## config.mk

```make
export PLATFORM = sky130hd
export DESIGN_NAME = ddp_pixel_chain_frame_handler
export DESIGN_NICKNAME = d
export VERILOG_FILES = /design/src/rtl/ddpfh_pkg.sv /design/src/rtl/ddpfh_front.sv /design/src/rtl/ddpfh_queue.sv /design/src/rtl/ddpfh_back.sv /design/src/rtl/ddp_pixel_chain_frame_handler.sv
export SDC_FILE = /design/constraint.sdc
export NUM_CORES = 1
export LEC_CHECK = 0
export BUFFER_PORTS_ARGS = -buffer_cell sky130_fd_sc_hd__buf_2
export CELL_PAD_IN_SITES_DETAIL_PLACEMENT = 0
export CELL_PAD_IN_SITES_GLOBAL_PLACEMENT = 1
export CORE_MARGIN = 2
export CORE_UTILIZATION = 40
export DETAILED_ROUTE_END_ITERATION = 8
export GPL_ROUTABILITY_DRIVEN = 0
export PLACE_DENSITY = 0.72
export SYNTH_ARGS = -nofsm -noshare
export SYNTH_HDL_FRONTEND = slang
export SYNTH_SLANG_ARGS = --single-unit
```

## constraint.sdc

```tcl
create_clock -name clock -period 9.1 [get_ports clock]
set_input_delay 1.365 -clock clock [delete_from_list [all_inputs] [get_ports clock]]
set_output_delay 1.365 -clock clock [all_outputs]
set_load 0.03 [all_outputs]
```

## src/rtl/ddpfh_pkg.sv

```systemverilog
// Shared types and constants for the DDP pixel-chain frame handler.
// No dependencies; imported by every module of the block.
package ddpfh_pkg;

   localparam int MAX_PACKET_BYTES = 1472;

   localparam int POS_W   = 11;
   localparam int PIX_W   = 9;
   localparam logic [POS_W-1:0] POS_SAT = '1;

   localparam int MIN_FRAME_BYTES = 13;
   localparam int FWD_MIN_BYTES   = 16;
   localparam int HDR_BYTES       = 8;
   localparam int OFS_FIRST       = 4;
   localparam int RED_POS         = 10;
   localparam int GREEN_POS       = 11;
   localparam int LOCAL_POS       = 12;
   localparam int PIX_BASE        = 13;
   localparam int OCTET_LIMIT     = 254;
   localparam int DEST_LIMIT      = 255;
   localparam int HDR_LEN         = 10;
   localparam int BPP             = 3;

   // x / 3 == (x * DIV3_RECIP) >> DIV3_SHIFT for x below 2048
   localparam int DIV3_RECIP = 683;
   localparam int DIV3_SHIFT = 11;

   localparam int HDR_IDX_W = 4;
   localparam int HDR_SEL_W = 3;

   localparam int QUEUE_DEPTH = 4;
   localparam int QUEUE_AW    = 2;

   localparam logic [1:0] CSR_OWN_OCTET  = 2'd0;
   localparam logic [1:0] CSR_LIGHT_ON   = 2'd1;
   localparam logic [1:0] CSR_BRIGHTNESS = 2'd2;

   localparam logic KIND_LOCAL = 1'b0;
   localparam logic KIND_FWD   = 1'b1;

   typedef struct packed {
      logic [7:0]       data_byte;
      logic [POS_W-1:0] frame_len;
      logic             end_of_packet;
   } req_type;

   typedef struct packed {
      logic       result_kind;
      logic [7:0] red;
      logic [7:0] green;
      logic [7:0] blue;
      logic [7:0] fwd_byte;
      logic [7:0] fwd_dest;
      logic       fwd_first;
      logic       fwd_final;
      logic       last_of_run;
   } rsp_type;

   typedef struct packed {
      logic [7:0] own_octet;
      logic       light_on;
      logic [7:0] brightness;
   } cfg_type;

   // one queued job for the back end
   typedef struct packed {
      logic       is_fwd;
      logic [7:0] red;
      logic [7:0] green;
      logic [7:0] blue;
      logic [7:0] max_chan;
      logic       do_scale;
      logic [7:0] data;
      logic [7:0] dest;
      logic       first;
      logic       fin;
      logic       with_hdr;
      logic [7:0] len_byte;
   } cmd_type;

endpackage

```

## src/rtl/ddpfh_front.sv

```systemverilog
// Front end: byte position tracking, frame checks, header store and job classification.
// Depends on ddpfh_pkg; feeds ddpfh_queue and serves header bytes to ddpfh_back.
module ddpfh_front import ddpfh_pkg::*; (
   input  logic                 clock,
   input  logic                 reset,
   input  logic                 req_valid,
   output logic                 req_stall,
   input  req_type              req_data,
   input  cfg_type              cfg,
   input  logic                 be_idle,
   input  logic                 q_full,
   output logic                 q_push,
   output cmd_type              q_cmd,
   input  logic [HDR_SEL_W-1:0] hdr_idx,
   output logic [7:0]           hdr_byte
);

   logic [POS_W-1:0] pos_ff, pos_in;
   logic             fv_ff, fv_in;
   logic [7:0]       red_hold_ff, red_hold_in;
   logic [7:0]       green_hold_ff, green_hold_in;
   logic [PIX_W-1:0] first_px_ff, first_px_in;
   logic [PIX_W-1:0] second_px_ff, second_px_in;
   logic [7:0]       hdr_store_ff [HDR_BYTES];

   logic [POS_W-1:0] sz;
   logic [7:0]       b;
   logic             in_range, hdr_wr, accept;
   logic [POS_W-1:0] diff;
   logic [20:0]      prod3;
   logic [9:0]       p10, first10;
   logic [7:0]       mx;
   logic [POS_W-1:0] end1, len1_w, len2_w;
   logic [9:0]       dest2_w;
   logic [POS_W:0]   pos_p1;
   logic             local_go, fwd_go, in_p1, p2_ok;

   assign sz       = req_data.frame_len;
   assign b        = req_data.data_byte;
   assign in_range = pos_ff < sz;
   assign hdr_wr   = in_range && (pos_ff < POS_W'(HDR_BYTES));

   // header bytes are rewritten only once the back end has drained
   assign req_stall = q_full || (hdr_wr && !be_idle);
   assign accept    = req_valid && !req_stall;

   always_comb begin
      fv_in = fv_ff;
      if (in_range) begin
         if (pos_ff == '0) begin
            fv_in = (sz >= POS_W'(MIN_FRAME_BYTES)) && (32'(sz) <= MAX_PACKET_BYTES);
         end
         if (pos_ff >= POS_W'(OFS_FIRST) && pos_ff < POS_W'(HDR_BYTES) && b != 8'd0) begin
            fv_in = 1'b0;
         end
      end
   end

   assign diff    = sz - POS_W'(MIN_FRAME_BYTES);
   assign prod3   = 21'(diff) * 21'(DIV3_RECIP);
   assign p10     = (sz >= POS_W'(MIN_FRAME_BYTES)) ? prod3[20:DIV3_SHIFT] : 10'd0;
   assign first10 = p10 - {1'b0, p10[9:1]};

   always_comb begin
      mx = red_hold_ff;
      if (green_hold_ff > mx) begin
         mx = green_hold_ff;
      end
      if (b > mx) begin
         mx = b;
      end
   end

   assign end1    = POS_W'(PIX_BASE) + POS_W'(first_px_ff) * POS_W'(BPP);
   assign len1_w  = POS_W'(HDR_LEN) + POS_W'(first_px_ff) * POS_W'(BPP);
   assign len2_w  = POS_W'(HDR_LEN) + POS_W'(second_px_ff) * POS_W'(BPP);
   assign dest2_w = 10'(cfg.own_octet) + 10'(first_px_ff) + 10'd1;
   assign pos_p1  = {1'b0, pos_ff} + 12'd1;

   assign local_go = in_range && (pos_ff == POS_W'(LOCAL_POS)) && fv_in;
   assign fwd_go   = in_range && (pos_ff >= POS_W'(PIX_BASE)) && fv_in
                     && (sz >= POS_W'(FWD_MIN_BYTES))
                     && (cfg.own_octet < 8'(OCTET_LIMIT));
   assign in_p1    = pos_ff < end1;
   assign p2_ok    = (second_px_ff != '0) && (dest2_w < 10'(DEST_LIMIT));

   always_comb begin
      q_cmd          = '0;
      q_cmd.red      = red_hold_ff;
      q_cmd.green    = green_hold_ff;
      q_cmd.blue     = b;
      q_cmd.max_chan = mx;
      q_cmd.do_scale = cfg.light_on && (mx != 8'd0);
      q_cmd.data     = b;
      q_cmd.is_fwd   = !local_go;
      if (in_p1) begin
         q_cmd.dest     = cfg.own_octet + 8'd1;
         q_cmd.with_hdr = pos_ff == POS_W'(PIX_BASE);
         q_cmd.first    = pos_ff == POS_W'(PIX_BASE);
         q_cmd.fin      = pos_p1 == {1'b0, end1};
         q_cmd.len_byte = len1_w[7:0];
      end else begin
         q_cmd.dest     = dest2_w[7:0];
         q_cmd.with_hdr = pos_ff == end1;
         q_cmd.first    = 1'b0;
         q_cmd.fin      = pos_p1 == {1'b0, sz};
         q_cmd.len_byte = len2_w[7:0];
      end
   end

   assign q_push = accept && (local_go || (fwd_go && (in_p1 || p2_ok)));

   always_comb begin
      pos_in        = pos_ff;
      red_hold_in   = red_hold_ff;
      green_hold_in = green_hold_ff;
      first_px_in   = first_px_ff;
      second_px_in  = second_px_ff;
      if (accept) begin
         if (req_data.end_of_packet) begin
            pos_in = '0;
         end else if (pos_ff != POS_SAT) begin
            pos_in = pos_ff + POS_W'(1);
         end
         if (in_range && pos_ff == POS_W'(RED_POS)) begin
            red_hold_in = b;
         end
         if (in_range && pos_ff == POS_W'(GREEN_POS)) begin
            green_hold_in = b;
         end
         if (local_go) begin
            second_px_in = p10[9:1];
            first_px_in  = first10[PIX_W-1:0];
         end
      end
   end

   always_ff @(posedge clock) begin
      if (reset) begin
         pos_ff        <= '0;
         fv_ff         <= 1'b0;
         red_hold_ff   <= '0;
         green_hold_ff <= '0;
         first_px_ff   <= '0;
         second_px_ff  <= '0;
      end else begin
         pos_ff        <= pos_in;
         fv_ff         <= accept ? fv_in : fv_ff;
         red_hold_ff   <= red_hold_in;
         green_hold_ff <= green_hold_in;
         first_px_ff   <= first_px_in;
         second_px_ff  <= second_px_in;
      end
   end

   always_ff @(posedge clock) begin
      if (accept && hdr_wr) begin
         hdr_store_ff[pos_ff[HDR_SEL_W-1:0]] <= b;
      end
   end

   assign hdr_byte = hdr_store_ff[hdr_idx];

endmodule

```

## src/rtl/ddpfh_queue.sv

```systemverilog
// Short job queue between front and back end.
// Depends on ddpfh_pkg for the job type and depth.
module ddpfh_queue import ddpfh_pkg::*; (
   input  logic    clock,
   input  logic    reset,
   input  logic    push,
   input  cmd_type din,
   input  logic    pop,
   output cmd_type dout,
   output logic    empty,
   output logic    full
);

   cmd_type             mem_ff [QUEUE_DEPTH];
   logic [QUEUE_AW-1:0] wr_ptr_ff, rd_ptr_ff;
   logic [QUEUE_AW:0]   count_ff, count_in;
   logic                do_push, do_pop;

   assign empty   = count_ff == '0;
   assign full    = count_ff == (QUEUE_AW+1)'(QUEUE_DEPTH);
   assign do_push = push && !full;
   assign do_pop  = pop && !empty;
   assign dout    = mem_ff[rd_ptr_ff];

   always_comb begin
      count_in = count_ff;
      if (do_push && !do_pop) begin
         count_in = count_ff + (QUEUE_AW+1)'(1);
      end else if (do_pop && !do_push) begin
         count_in = count_ff - (QUEUE_AW+1)'(1);
      end
   end

   always_ff @(posedge clock) begin
      if (reset) begin
         wr_ptr_ff <= '0;
         rd_ptr_ff <= '0;
         count_ff  <= '0;
      end else begin
         wr_ptr_ff <= do_push ? wr_ptr_ff + QUEUE_AW'(1) : wr_ptr_ff;
         rd_ptr_ff <= do_pop ? rd_ptr_ff + QUEUE_AW'(1) : rd_ptr_ff;
         count_ff  <= count_in;
      end
   end

   always_ff @(posedge clock) begin
      if (do_push) begin
         mem_ff[wr_ptr_ff] <= din;
      end
   end

endmodule

```

## src/rtl/ddpfh_back.sv

```systemverilog
// Back end: colour scaling by shared multiply and shift-subtract divider, header bursts,
// and the registered result stage. Depends on ddpfh_pkg; reads jobs from ddpfh_queue.
module ddpfh_back import ddpfh_pkg::*; (
   input  logic                 clock,
   input  logic                 reset,
   input  cfg_type              cfg,
   input  logic                 q_empty,
   input  cmd_type              q_cmd,
   output logic                 q_pop,
   output logic [HDR_SEL_W-1:0] hdr_idx,
   input  logic [7:0]           hdr_byte,
   output logic                 be_idle,
   output logic                 rsp_valid,
   input  logic                 rsp_stall,
   output rsp_type              rsp_data
);

   typedef enum logic [4:0] {
      BE_IDLE = 5'b00001,
      BE_MUL  = 5'b00010,
      BE_DIV  = 5'b00100,
      BE_HDR  = 5'b01000,
      BE_EMIT = 5'b10000
   } be_state_type;

   be_state_type         state_ff, state_in;
   cmd_type              cur_ff, cur_in;
   logic [1:0]           ch_ff, ch_in;
   logic [2:0]           step_ff, step_in;
   logic [7:0]           rem_ff, rem_in;
   logic [7:0]           quo_ff, quo_in;
   logic [HDR_IDX_W-1:0] idx_ff, idx_in;
   logic                 rsp_valid_ff, rsp_valid_in;
   rsp_type              rsp_data_ff, rsp_data_in;

   logic       out_free, load;
   logic [7:0] chan;
   logic [15:0] prod;
   logic [8:0] trial;
   logic       ge;
   logic [8:0] diff;
   rsp_type    beat;

   function automatic be_state_type dispatch(cmd_type c);
      be_state_type s;
      if (!c.is_fwd) begin
         s = c.do_scale ? BE_MUL : BE_EMIT;
      end else begin
         s = c.with_hdr ? BE_HDR : BE_EMIT;
      end
      return s;
   endfunction

   assign out_free = !rsp_valid_ff || !rsp_stall;
   assign be_idle  = state_ff == BE_IDLE;
   assign hdr_idx  = idx_ff[HDR_SEL_W-1:0];

   always_comb begin
      case (ch_ff)
         2'd0:    chan = cur_ff.red;
         2'd1:    chan = cur_ff.green;
         default: chan = cur_ff.blue;
      endcase
   end

   assign prod  = 16'(chan) * 16'(cfg.brightness);
   assign trial = {rem_ff, quo_ff[7]};
   assign ge    = trial >= {1'b0, cur_ff.max_chan};
   assign diff  = trial - {1'b0, cur_ff.max_chan};

   always_comb begin
      beat             = '0;
      beat.result_kind = KIND_FWD;
      beat.fwd_dest    = cur_ff.dest;
      if (state_ff == BE_HDR) begin
         beat.fwd_first = idx_ff == '0;
         if (idx_ff < HDR_IDX_W'(HDR_BYTES)) begin
            beat.fwd_byte = hdr_byte;
         end else if (idx_ff == HDR_IDX_W'(HDR_LEN - 1)) begin
            beat.fwd_byte = cur_ff.len_byte;
         end
      end else if (!cur_ff.is_fwd) begin
         beat.result_kind = KIND_LOCAL;
         beat.fwd_dest    = '0;
         beat.red         = cur_ff.red;
         beat.green       = cur_ff.green;
         beat.blue        = cur_ff.blue;
         beat.last_of_run = 1'b1;
      end else begin
         beat.fwd_byte    = cur_ff.data;
         beat.fwd_first   = cur_ff.first;
         beat.fwd_final   = cur_ff.fin;
         beat.last_of_run = 1'b1;
      end
   end

   always_comb begin
      state_in = state_ff;
      cur_in   = cur_ff;
      ch_in    = ch_ff;
      step_in  = step_ff;
      rem_in   = rem_ff;
      quo_in   = quo_ff;
      idx_in   = idx_ff;
      load     = 1'b0;
      q_pop    = 1'b0;
      case (state_ff)
         BE_IDLE: begin
            if (!q_empty) begin
               q_pop    = 1'b1;
               cur_in   = q_cmd;
               state_in = dispatch(q_cmd);
               ch_in    = '0;
               idx_in   = '0;
            end
         end
         BE_MUL: begin
            rem_in   = prod[15:8];
            quo_in   = prod[7:0];
            step_in  = '0;
            state_in = BE_DIV;
         end
         BE_DIV: begin
            rem_in  = ge ? diff[7:0] : trial[7:0];
            quo_in  = {quo_ff[6:0], ge};
            step_in = step_ff + 3'd1;
            if (step_ff == 3'd7) begin
               case (ch_ff)
                  2'd0:    cur_in.red   = quo_in;
                  2'd1:    cur_in.green = quo_in;
                  default: cur_in.blue  = quo_in;
               endcase
               if (ch_ff == 2'd2) begin
                  state_in = BE_EMIT;
               end else begin
                  ch_in    = ch_ff + 2'd1;
                  state_in = BE_MUL;
               end
            end
         end
         BE_HDR: begin
            if (out_free) begin
               load   = 1'b1;
               idx_in = idx_ff + HDR_IDX_W'(1);
               if (idx_ff == HDR_IDX_W'(HDR_LEN - 1)) begin
                  state_in = BE_EMIT;
               end
            end
         end
         BE_EMIT: begin
            if (out_free) begin
               load = 1'b1;
               if (!q_empty) begin
                  q_pop    = 1'b1;
                  cur_in   = q_cmd;
                  state_in = dispatch(q_cmd);
                  ch_in    = '0;
                  idx_in   = '0;
               end else begin
                  state_in = BE_IDLE;
               end
            end
         end
         default: state_in = BE_IDLE;
      endcase
   end

   always_comb begin
      rsp_valid_in = rsp_valid_ff;
      rsp_data_in  = rsp_data_ff;
      if (load) begin
         rsp_valid_in = 1'b1;
         rsp_data_in  = beat;
      end else if (!rsp_stall) begin
         rsp_valid_in = 1'b0;
      end
   end

   always_ff @(posedge clock) begin
      if (reset) begin
         state_ff     <= BE_IDLE;
         ch_ff        <= '0;
         step_ff      <= '0;
         idx_ff       <= '0;
         rsp_valid_ff <= 1'b0;
      end else begin
         state_ff     <= state_in;
         ch_ff        <= ch_in;
         step_ff      <= step_in;
         idx_ff       <= idx_in;
         rsp_valid_ff <= rsp_valid_in;
      end
   end

   always_ff @(posedge clock) begin
      cur_ff      <= cur_in;
      rem_ff      <= rem_in;
      quo_ff      <= quo_in;
      rsp_data_ff <= rsp_data_in;
   end

   assign rsp_valid = rsp_valid_ff;
   assign rsp_data  = rsp_data_ff;

endmodule

```

## src/rtl/ddp_pixel_chain_frame_handler.sv

```systemverilog
// DDP pixel-chain frame handler, top level: CSRs, front end, job queue and back end.
// Depends on ddpfh_pkg, ddpfh_front, ddpfh_queue and ddpfh_back.
//
// Usage: datagram bytes arrive on req_* one beat per byte, each carrying the total
// datagram size and an end-of-packet flag. Results leave on rsp_*: one local pixel
// beat on byte 12 of a valid frame, and forwarded packet beats from byte 13 on, each
// packet opened by a ten-beat rebuilt header. last_of_run marks the last result beat
// of an input byte. The user must write CSRs (own_octet, light_on, brightness) via
// csr_we, csr_index and csr_wdata only while the block is idle; it leaves this unchecked.
// Throughput: bytes that give no result go in at one per cycle until the job queue
// (four entries) fills. A forwarded data byte gives one beat, after the header burst
// if it opens a packet. A scaled local pixel runs its three channels in turn through
// the shared 8x8 multiplier and 8-step shift-subtract divider; unscaled, it skips both.
// Header bytes 0..7 of a frame are taken only once the back end has drained, so a new
// frame may wait for the previous one's results.
// A result beat follows its byte through the job queue, back-end and output registers.
// Reset (synchronous) clears the position counter, queue, back end and output stage;
// CSRs return to own_octet 0, light off, brightness 255.
// A stall on rsp_stall holds the output register; the queue then fills and req_stall
// rises. No beat is dropped or repeated.
module ddp_pixel_chain_frame_handler import ddpfh_pkg::*; (
   input  logic       clock,
   input  logic       reset,
   input  logic       req_valid,
   output logic       req_stall,
   input  req_type    req_data,
   output logic       rsp_valid,
   input  logic       rsp_stall,
   output rsp_type    rsp_data,
   input  logic       csr_we,
   input  logic [1:0] csr_index,
   input  logic [7:0] csr_wdata
);

   cfg_type cfg_ff, cfg_in;

   logic                 q_push, q_pop, q_empty, q_full;
   cmd_type              q_din, q_dout;
   logic [HDR_SEL_W-1:0] hdr_idx;
   logic [7:0]           hdr_byte;
   logic                 be_idle_state, be_idle;

   always_comb begin
      cfg_in = cfg_ff;
      if (csr_we) begin
         case (csr_index)
            CSR_OWN_OCTET:  cfg_in.own_octet  = csr_wdata;
            CSR_LIGHT_ON:   cfg_in.light_on   = csr_wdata[0];
            CSR_BRIGHTNESS: cfg_in.brightness = csr_wdata;
            default:        cfg_in = cfg_ff;
         endcase
      end
   end

   always_ff @(posedge clock) begin
      if (reset) begin
         cfg_ff.own_octet  <= 8'd0;
         cfg_ff.light_on   <= 1'b0;
         cfg_ff.brightness <= 8'd255;
      end else begin
         cfg_ff <= cfg_in;
      end
   end

   assign be_idle = be_idle_state && q_empty;

   ddpfh_front u_front (
      .clock     (clock),
      .reset     (reset),
      .req_valid (req_valid),
      .req_stall (req_stall),
      .req_data  (req_data),
      .cfg       (cfg_ff),
      .be_idle   (be_idle),
      .q_full    (q_full),
      .q_push    (q_push),
      .q_cmd     (q_din),
      .hdr_idx   (hdr_idx),
      .hdr_byte  (hdr_byte)
   );

   ddpfh_queue u_queue (
      .clock (clock),
      .reset (reset),
      .push  (q_push),
      .din   (q_din),
      .pop   (q_pop),
      .dout  (q_dout),
      .empty (q_empty),
      .full  (q_full)
   );

   ddpfh_back u_back (
      .clock     (clock),
      .reset     (reset),
      .cfg       (cfg_ff),
      .q_empty   (q_empty),
      .q_cmd     (q_dout),
      .q_pop     (q_pop),
      .hdr_idx   (hdr_idx),
      .hdr_byte  (hdr_byte),
      .be_idle   (be_idle_state),
      .rsp_valid (rsp_valid),
      .rsp_stall (rsp_stall),
      .rsp_data  (rsp_data)
   );

`ifndef SYNTH
   a_queue_no_overflow: assert property (@(posedge clock) disable iff (reset)
      q_push |-> !q_full)
      else $error("job pushed into a full queue");

   a_pop_only_when_filled: assert property (@(posedge clock) disable iff (reset)
      q_pop |-> !q_empty)
      else $error("job popped from an empty queue");

   a_local_beat_closes_run: assert property (@(posedge clock) disable iff (reset)
      (rsp_valid && rsp_data.result_kind == KIND_LOCAL) |->
         (rsp_data.last_of_run && rsp_data.fwd_byte == 8'd0 && rsp_data.fwd_dest == 8'd0
          && !rsp_data.fwd_first && !rsp_data.fwd_final))
      else $error("local pixel beat with forwarding fields set");

   a_fwd_beat_no_colour: assert property (@(posedge clock) disable iff (reset)
      (rsp_valid && rsp_data.result_kind == KIND_FWD) |->
         (rsp_data.red == 8'd0 && rsp_data.green == 8'd0 && rsp_data.blue == 8'd0))
      else $error("forwarded beat carries colour");
`endif

endmodule
```

# == Yosys cells after proc, flatten, opt, wreduce, memory -nomap -nowiden ==
# Memory sizes are Yosys's and may differ from the RTL's. A register that Yosys moved wholly into a read port is not among the register bits.
# Index checks and enable logic that the tools add are counted.
# classes
n_reduce_logical,69
mul,4
n_eq_ne,30
bitwise_logic,1
addsub,18
muxes,70
order_cmp,14
# op_table
cell,n
$mux 61,2
$mux 8,12
$pmux 24 s3,1
$pmux 36 s2,1
$mux 5,10
$pmux 8 s2,3
$eq 11x4->1 const B,4
$mux 25,1
$pmux 5 s5,1
$eq 12x11->1,2
$logic_and 1x1->1,24
$mux 24,1
$ge 11x4->1 const B,2
$lt 11x11->1,2
$mux 11,2
$mul 11x10->21 const B,1
$mux 19,1
$add 4x8->8 const A,2
$gt 8x8->1,2
$mul 8x8->16,1
$reduce_and 2->1,8
$reduce_and 4->1,4
$reduce_bool 8->1,2
$mux 1,15
other kinds (57),102
# word_totals
ramBits,308
inputBits,35
n_memories,2
register_bits,206
elab_cells,248
out_inout_bits,46
# mem_list
name,depth,word_bits,read_ports,rd_ports_with_merged_regs,write_ports,line,source
u_queue.mem_ff,4,61,1,1,1,ddpfh_queue.sv:14,cmd_type mem_ff [QUEUE_DEPTH];
u_front.hdr_store_ff,8,8,1,1,1,ddpfh_front.sv:24,logic [7:0] hdr_store_ff [HDR_BYTES];

# == Longest topological paths before layout ==
# Gate-level depths: netlist (run 1).
# depth
depth_word,16
mapped_depth,30
depth_no_buf,30

# == Hierarchy ==
# Synthesis (run 1) repeated with hierarchy kept, for this count alone.
# unflattened
cells_unflattened,2229
hier_area_um2,28278.4
# by_module_without_submodules
module,instances,area_each_um2,cells_per_inst,seq_area_each_um2
ddpfh_front,1,10234.8,1072,2842.7
ddpfh_queue,1,9336.5,367,7507.2
ddpfh_back,1,7968.9,714,3873.7
ddp_pixel_chain_frame_handler,1,738.2,76,340.3

# == Worst setup path after synthesis (run 1) ==
# No wires, ideal clock.
# synth_timing
path_type,input-to-reg
start,in req_data[1] in the netlist's numbering
end,reg u_front.first_px_ff[8]
path_stages,29
setup_ns,0.115
n_path_buf,0
required_ns,8.985
arrival_time_ns,7.462
path_slack_ns,1.523
path_cell_list,inv_1 > ha_1 > nor2_1 > or3_1 > xnor2_1 > ha_1 > ha_1 > inv_1 > fa_1 > inv_1 > fa_1 > inv_1 > fa_1 > inv_1 > ha_1 > o21ai_0 > a22oi_1 > nand3_1 > o21ai_1 > xor2_1 > and2_1 > inv_1 > ha_1 > a21o_1 > or4_1 > a31o_1 > a31oi_1 > xor2_1 > o21a_1
# synth_via
elab_cells_between_ends,19
classes_between,2 x add/sub; 1 x mul; 3 x order compare; 4 x mux; 9 x reduce/logical
# synth_rtl
item,line,source
from (decl),ddp_pixel_chain_frame_handler.sv:26,"input req_type req_data,"
$sub 11x4->11,ddpfh_front.sv:59,assign diff = sz - POS_W'(MIN_FRAME_BYTES);
$mul 11x10->21,ddpfh_front.sv:60,assign prod3 = 21'(diff) * 21'(DIV3_RECIP);
$mux 10 (*),ddpfh_front.sv:61,assign p10 = (sz >= POS_W'(MIN_FRAME_BYTES)) ? prod3[20:DIV3_SHIFT] : 10'd0;
via u_front.p10[4],ddpfh_front.sv:31,"logic [9:0] p10, first10;"
$sub 9x9->9 (*),ddpfh_front.sv:62,"assign first10 = p10 - {1'b0, p10[9:1]};"
to (signal assigned),ddpfh_front.sv:151,first_px_ff <= first_px_in;
to (decl),ddpfh_front.sv:22,"logic [PIX_W-1:0] first_px_ff, first_px_in;"
# The timed path passes the listed nets; every way through them passes the cells marked *.
# A chain may end at the register's enable or synchronous reset.

# == Final worst setup path (run 1) ==
# Same ends and word-level chain as after synthesis.

==> flow_summary.ini, run 1 <==
[detailed_routing]
drtPass1Iterations = 5
totalWireLength_um = 59200
wl_per_cell_um = 18.8
drtIter0Drc = 1095
antenna_left = 0
via_per_inst = 5.25
drcViolationCount = 0
vias = 16500

[worst_setup_path]
worstPathArrival_ns = 8.27
endpoint_kind = flip-flop
worstSetupStartpointType = input port
cpPeakStageDelay_ns = 0.53
criticalPathCategory = in -> reg
r2r_cells = 24
slowest_stage = fa_1
cp_common_cell = inv_1
cp.required_ns = 9.58
crit_path_max_fanout = 7

[floorplanning]
die_area_sq_um = 68400
die_h_um = 262
die_w_um = 262
core-area_sq_um = 65700
start_util = 0.404
std_cell_rows = 94
ioPinCount = 81

[cts]
clock-sinks = 485
cts_tree = yes
htree_num_levels = 2
cts-resized-gates = 0
root_buffer = clkbuf_16
cts_buffers = 51
post-cts-setup-buffers = 0
clkSlewWorstSetupHoldPaths_ns = 0.06
ctsHoldBuffers = 0
clk-insertion-delay-late_ns = 0.59
cts.path.max_buffers = 3

[logic_synthesis]
synth_top_cell_by_area = edfxtp_1
async_flop_share = 0
synthCells = 2156
ys.warnings.count = 0
synth_top_area_frac = 0.447
synthTopCellsByCount = edfxtp_1 (395), ha_1 (209), inv_1 (193)
synth.most_common_cell = edfxtp_1
synth.distinct_cells = 80
synthesis.area_sq_um = 26500
synth_fp_nets = 2467
ys_top_cells_by_area = edfxtp_1 (45%), ha_1 (9.9%), dfxtp_1 (6.8%), mux4_2 (5.9%), fa_1 (5.1%)
syn_area_per_cell_sq_um = 12.3
synth_ff_type = edfxtp_1
ys_seq_area_frac = 0.515
ys_ff_latch = 485
synth-edff-count = 395

[global_route]
grt_pass1_wl_um = 94300
grt_use_met1 = 0.230
grt_busiest_layer = met2
antenna_found_initial = 0
grt_util_met3 = 0.0277
gr-usage-all-layers = 0.177
grt_pass1_vias = 16900
grt_max_degree = 90
grt-ovfl-total = 0
met2_usage = 0.306

[worst_hold_path]
min_path_type = reg -> reg
hold_depth = 2

[timing]
maxSlewHeadroom = 0.183
finalSetupTns_ns = 0
clock_skew_ns = 0.0294
worstMarginPinSlew_ns = 1.22
fin_crit_ns = 7.79
rsz0062_at_grt = false
fmax_ghz = 0.128
setup_violations = 0
hold_violations = 0
timing.final.crit_share = 0.856
maxSlewViolCount = 0

[cells_and_area]
drive_above_1_share = 0.122
area_growth_pct = 11.3
nNetsFinal = 2548

[placement]
dp_hpwl_um = 43000
port_buffers = 80

[run_status]
status = finished, final reports clean

[run]
cap_viol_max_count = 0
## metal layers
layer / up-vias / wire, um
li1: 7897 / -
met1: 8157 / 26100
met2: 347 / 28900
met3: 90 / 2660
met4: 0 / 1510
met5: - / 0
## worst paths after layout
| kind | from | slack [ns] | to |
|---|---|---|---|
| max reg2reg | u_front.first_px_ff[0]$_SDFFE_PP0P_ | 2.63 | u_queue.count_ff[2]$_SDFFE_PP0P_ |
| max | req_data[1] | 1.31 | u_front.first_px_ff[8]$_SDFFE_PP0P_ |
| min reg2reg | u_front.second_px_ff[8]$_SDFFE_PP0P_ | 0.49 | u_front.second_px_ff[8]$_SDFFE_PP0P_ |
| min | u_front.second_px_ff[8]$_SDFFE_PP0P_ | 0.49 | u_front.second_px_ff[8]$_SDFFE_PP0P_ |
## cell type report
| class | instances | area (sq um) |
|---|---|---|
| sequential | 485 | 13700 |
| timing repair buffer | 96 | 520 |
| tap | 864 | 1080 |
| clock inverter | 25 | 210 |
| clock buffer | 66 | 1370 |
| fill | 5927 | 36200 |
| inverter | 195 | 732 |
| antenna | 1 | 2.50 |
| multi-input combinational | 1408 | 11900 |
## sequential cells by signal, indices dropped and copies added, names as in the netlist, 4 cells and up, named ones only
name / cells
u_queue.mem_ff: 212
u_front.hdr_store_ff: 64
u_back.cur_ff: 59
u_back.rsp_data: 44
cfg_ff: 17
u_front.pos_ff: 11
u_front.first_px_ff: 9
u_front.second_px_ff: 9
u_back.quo_ff: 8
u_back.rem_ff: 8
u_front.green_hold_ff: 8
u_front.red_hold_ff: 8
u_back.state_ff: 5
u_back.idx_ff: 4
## cell families (layout without fill, tap and decap cells)
family,Yosys count,count (layout),share of synthesized area
buffers and inverters,263,382,0.0373
DFF,485,485,0.515
AOI/OAI and AO/OA,275,275,0.0656
muxes,152,152,0.0903
adders and majority gates,277,277,0.149
and+or+nand+nor,612,612,0.112
xor gates and xnor gates,92,92,0.0307
other,0,1,0
## placed cells by master, fill, tap and decap left out, types with 64 or more instances in the layout
cell type,count
a21oi_1,84
buf_2,80
dfxtp_1,88
edfxtp_1,395
fa_1,67
ha_1,209
inv_1,193
mux2i_1,75
mux4_2,69
nand2_1,187
nor2_1,164
xnor2_1,64
## through the flow
step	cells	utilization	instance area, sq um	setup WS [ns]	hold slack (ns)
CTS	3139	0.449	29500	1.36	0.479
global route	3139	0.449	29500	0.890	0.503
finish	3140	0.449	29500	1.31	0.485
floorplan	2156	-	26500	1.52	0.432
global placement	3048	0.425	27900	0.896	0.464
detailed placement	3048	0.425	27900	0.752	0.469
## critical path: cells and delay by family
family | cells | cell delay (ns)
fa+ha+maj | 8 | 3.09
compound gates | 7 | 1.46
simple gates | 5 | 1.10
xor+xnor | 3 | 0.73
buf+inv | 7 | 0.51
Power of run 1 is not shown: default switching activity piles up to over one toggle a cycle in this logic, so the estimate is an artifact.
==> run 2: changes to the inputs <==
BUFFER_PORTS_ARGS = -buffer_cell sky130_fd_sc_hd__clkbuf_2   (was -buffer_cell sky130_fd_sc_hd__buf_2)
CORE_UTILIZATION = 56   (was 40)
PLACE_DENSITY = 0.93   (was 0.72)
clock period = 9.9 ns   (was 9.1 ns; I/O delays follow)
==> run 2 against run 1 <==
Net effect: the flow now finishes with violations (DRC); global-route usage grew 6.7 points; via count grew 1.9%; flip-flop and latch count is the same; count of clock-buffer cells in the layout shrank 7; wire length shrank 0.91%; die area shrank 28%; core utilization grew 18 points; critical path depth is the same; first-iteration DRC count grew 7.9%; worst hold slack gained 0.0031 ns; highest routed layer unchanged.
==> flow_summary.ini, run 2 (synthesized netlist as in run 1, its figures left out) <==
[placement]
port_buffers = 80
place_area_sq_um = 27600
dp_hpwl_um = 41000
pre_cts_slack_ns = 1.48

[worst_hold_path]
hold_depth = 2
min_path_type = reg -> reg

[floorplanning]
std_cell_rows = 79
die_area_sq_um = 49100
ioPinCount = 81
core-area_sq_um = 46700
die_h_um = 222
die_w_um = 222
start_util = 0.569

[timing]
maxSlewHeadroom = 0.188
setup_slack_ns = 2.10
hold_violations = 0
clock_skew_ns = 0.0146
fin_crit_ns = 7.80
worstMarginPinSlew_ns = 1.21
finalSetupTns_ns = 0
timing.final.crit_share = 0.788
rsz0062_at_grt = false
setup_violations = 0
fmax_ghz = 0.128
maxSlewViolCount = 0

[detailed_routing]
antenna_left = 0
vias = 16800
totalWireLength_um = 58600
wl_per_cell_um = 20.4
via_per_inst = 5.84
drcViolationCount = 8
drtIter0Drc = 1181
drtPass1Iterations = 8

[cts]
root_buffer = clkbuf_16
cts.path.max_buffers = 3
cts-resized-gates = 0
cts_buffers = 48
htree_num_levels = 2
post-cts-setup-buffers = 0
clock-sinks = 485
clkSlewWorstSetupHoldPaths_ns = 0.06
cts_tree = yes
clk-insertion-delay-late_ns = 0.59
ctsHoldBuffers = 0

[cells_and_area]
final_core_util = 0.626
area_growth_pct = 10.1
nFillCells = 3492
final_area_sq_um = 29200
multi_input_area_sq_um = 11900
diodes = 0
drive_above_1_share = 0.120
regMostFlops = u_queue.mem_ff
layout_commonest_cell = edfxtp_1
layout_common_cells = edfxtp_1 (395), ha_1 (209), inv_1 (193)
largest_reg_flops = 212
ff_latch_area_sq_um = 13700
nNetsFinal = 2543

[global_route]
antenna_found_initial = 0
grt-ovfl-total = 0
gr-usage-all-layers = 0.243
grt_pass1_wl_um = 94200
grt_pass1_vias = 17500
grt_max_degree = 90

[run_status]
status = finished with violations
violations = DRC

[worst_setup_path]
cpPeakStageDelay_ns = 0.53
endpoint_kind = flip-flop
worstSetupStartpointType = input port
cp.required_ns = 10.37
slowest_stage = fa_1
worstPathArrival_ns = 8.28
r2r_cells = 24
crit_path_max_fanout = 7
criticalPathCategory = in -> reg
cp_common_cell = inv_1

[run]
cap_viol_max_count = 0
-- run 2: cell types whose count changed in the layout (fill, tap and decap cells not counted), moves of 3 or more --
cell,before,now
clkbuf_1,11,8
clkbuf_8,4,1
buf_2,80,1
clkinv_1,8,11
clkbuf_2,0,79
-- run 2: layout make-up --
type / count / area share
sequential: 485 / 0.468
timing repair buffer: 94 / 0.0173
tap: 607 / 0.0260
inverter: 195 / 0.0251
clock buffer: 59 / 0.0443
multi-input combinational: 1408 / 0.409
clock inverter: 31 / 0.0104
-- run 2: per-stage QoR --
step                cells  hold WS (ns)
floorplan            2156         0.432
global placement     2789         0.468
detailed placement   2789         0.476
CTS                  2879         0.486
global route         2879         0.520
finish               2879         0.488
-- run 2: final timing paths --
| check | start | end | slack [ns] |
|---|---|---|---|
| worst max-delay path | req_data[1] | u_front.first_px_ff[8]$_SDFFE_PP0P_ | 2.10 |
| worst min-delay path | u_front.second_px_ff[8]$_SDFFE_PP0P_ | u_front.second_px_ff[8]$_SDFFE_PP0P_ | 0.49 |
| worst max register to register | u_front.first_px_ff[0]$_SDFFE_PP0P_ | u_queue.count_ff[2]$_SDFFE_PP0P_ | 3.22 |
| worst min register to register | u_front.second_px_ff[8]$_SDFFE_PP0P_ | u_front.second_px_ff[8]$_SDFFE_PP0P_ | 0.49 |
-- run 2: critical path, delay by kind of cell --
family | cells | cell delay (ns)
fa+ha+maj | 8 | 3.06
compound gates | 7 | 1.45
simple gates | 5 | 1.10
xor+xnor | 3 | 0.62
buf+inv | 7 | 0.54
-- run 2: routing by layer --
layer	routed length, um	share of wire	global-route usage	vias up
li1	-	-	-	7891
met4	1670	0.028	0.0809	0
met1	23800	0.41	0.306	8301
met3	3270	0.056	0.0353	99
met5	0	0	0	-
met2	29900	0.51	0.433	512
Power of run 2 is left out for the same reason.
==> run 3: changes to the inputs <==
CORE_UTILIZATION = 52   (was 56)
PLACE_DENSITY = 0.88   (was 0.93)
clock period = 7.8 ns   (was 9.9 ns; I/O delays follow)
==> run 3 against run 2 <==
Net effect: die area grew 7.5%; clock skew grew 0.0057 ns; wire length shrank 1.3%; register-to-register slack lost 1.9 ns; worst hold slack lost 0.011 ns; core utilization shrank 4.0 points; sequential share of layout area shrank 0.40 points; first-iteration DRC count grew 3.3%; final cell count grew 2.6%; the run now ends clean.
==> flow_summary.ini, run 3 (synthesized netlist as in run 1, its figures left out) <==
[run_status]
status = finished, final reports clean

[cells_and_area]
diodes = 0
nFillCells = 3989
nNetsFinal = 2552
layout_common_cells = edfxtp_1 (395), ha_1 (209), inv_1 (193)
largest_reg_flops = 212
drive_above_1_share = 0.122
layout_commonest_cell = edfxtp_1
regMostFlops = u_queue.mem_ff
area_growth_pct = 11.0

[timing]
finalSetupTns_ns = 0
maxSlewHeadroom = 0.150
timing.final.crit_share = 0.927
fin_crit_ns = 7.23
maxSlewViolCount = 0
rsz0062_at_grt = false
worstMarginPinSlew_ns = 1.27
clock_skew_ns = 0.0203
hold_violations = 0
setup_violations = 0
fmax_ghz = 0.138

[detailed_routing]
drcViolationCount = 0
drtIter0Drc = 1220
totalWireLength_um = 57900
antenna_left = 0
drtPass1Iterations = 5
wl_per_cell_um = 19.6
via_per_inst = 5.67
vias = 16700

[run]
cap_viol_max_count = 0

[worst_setup_path]
path_depth = 26
criticalPathCategory = in -> reg
r2r_cells = 24
crit_path_end = u_front.first_px_ff[8]$_SDFFE_PP0P_
critPathLaunch = req_data[3]
cp_top_family = adder cells
r2r_end = u_queue.count_ff[2]$_SDFFE_PP0P_
endpoint_kind = flip-flop
cpPeakStageDelay_ns = 0.51
timing.critical_path.buf_inv = 3
cp_common_cell = ha_1
worstPathArrival_ns = 7.72
rrSetupSlack_ns = 1.35
crit_path_max_fanout = 5
worstSetupStartpointType = input port
rr_startpoint = u_front.first_px_ff[0]$_SDFFE_PP0P_
slowest_stage = fa_1
cp.required_ns = 8.28

[cts]
clkSlewWorstSetupHoldPaths_ns = 0.06
clock-sinks = 485
htree_num_levels = 2
cts_tree = yes
post-cts-setup-buffers = 0
ctsHoldBuffers = 0
cts-resized-gates = 0
clk-insertion-delay-late_ns = 0.59
cts.path.max_buffers = 3
cts_buffers = 49
root_buffer = clkbuf_16

[global_route]
antenna_found_initial = 0
grt-ovfl-total = 0
gr-usage-all-layers = 0.223
grt_pass1_wl_um = 93100
grt_pass1_vias = 17100
grt_max_degree = 90

[placement]
dp_hpwl_um = 41200
port_buffers = 80

[floorplanning]
std_cell_rows = 82
die_h_um = 230
die_area_sq_um = 52800
start_util = 0.528
die_w_um = 230
core-area_sq_um = 50300
ioPinCount = 81

[worst_hold_path]
min_path_type = reg -> reg
[run 3: worst min-delay path by stage]
stage,from,end,slack [ns],depth (start not counted)
3_5_place_dp,u_front.second_px_ff[8]$_SDFFE_PP0P_,u_front.second_px_ff[8]$_SDFFE_PP0P_,0.47,2
2_1_floorplan,u_front.second_px_ff[8]$_SDFFE_PP0P_,u_front.second_px_ff[8]$_SDFFE_PP0P_,0.43,2
4_1_cts,u_front.second_px_ff[8]$_SDFFE_PP0P_,u_front.second_px_ff[8]$_SDFFE_PP0P_,0.48,2
6_report,u_front.second_px_ff[8]$_SDFFE_PP0P_,u_front.second_px_ff[8]$_SDFFE_PP0P_,0.48,2
3_3_place_gp,u_front.second_px_ff[8]$_SDFFE_PP0P_,u_front.second_px_ff[8]$_SDFFE_PP0P_,0.47,2
5_1_grt,u_front.second_px_ff[8]$_SDFFE_PP0P_,u_front.second_px_ff[8]$_SDFFE_PP0P_,0.50,2
[run 3: final cells by class]
cell class                      instances  area [sq um]  area share
Sequential cell                       485         13700       0.464
Multi-Input combinational cell       1408         11900       0.405
Clock buffer                           63          1300      0.0441
Tap cell                              672           841      0.0285
Inverter                              195           732      0.0248
Timing Repair Buffer                  102           566      0.0192
Clock inverter                         29           413      0.0140
[run 3: through the flow]
stage	worst slack [ns]	instance area [sq um]	hold WS [ns]	utilization	std cells
2_1_floorplan	0.418	26500	0.432	-	2156
3_3_place_gp	0.126	27700	0.469	0.552	2861
3_5_place_dp	0.0112	27700	0.465	0.552	2861
4_1_cts	0.615	29500	0.475	0.586	2953
5_1_grt	0.0907	29500	0.495	0.586	2954
6_report	0.566	29500	0.477	0.586	2954
[run 3: worst register-to-register path: cells and delay by family (launching register included)]
kind | cells | cell delay (ns)
AO/OA/AOI/OAI | 7 | 1.52
XOR/XNOR | 2 | 0.48
flip-flops | 1 | 0.51
adder cells (fa/ha/maj) | 5 | 1.61
AND/OR/NAND/NOR | 7 | 1.84
buffers and inverters | 3 | 0.43
[run 3: routing by layer]
layer  track usage  share of wire  vias to the layer above
met5             0              0                        -
met4        0.0694          0.030                        0
met3        0.0304          0.044                      101
met2         0.385           0.50                      433
met1         0.294           0.43                     8303
li1              -              -                     7899
Power of run 3 is left out for the same reason.
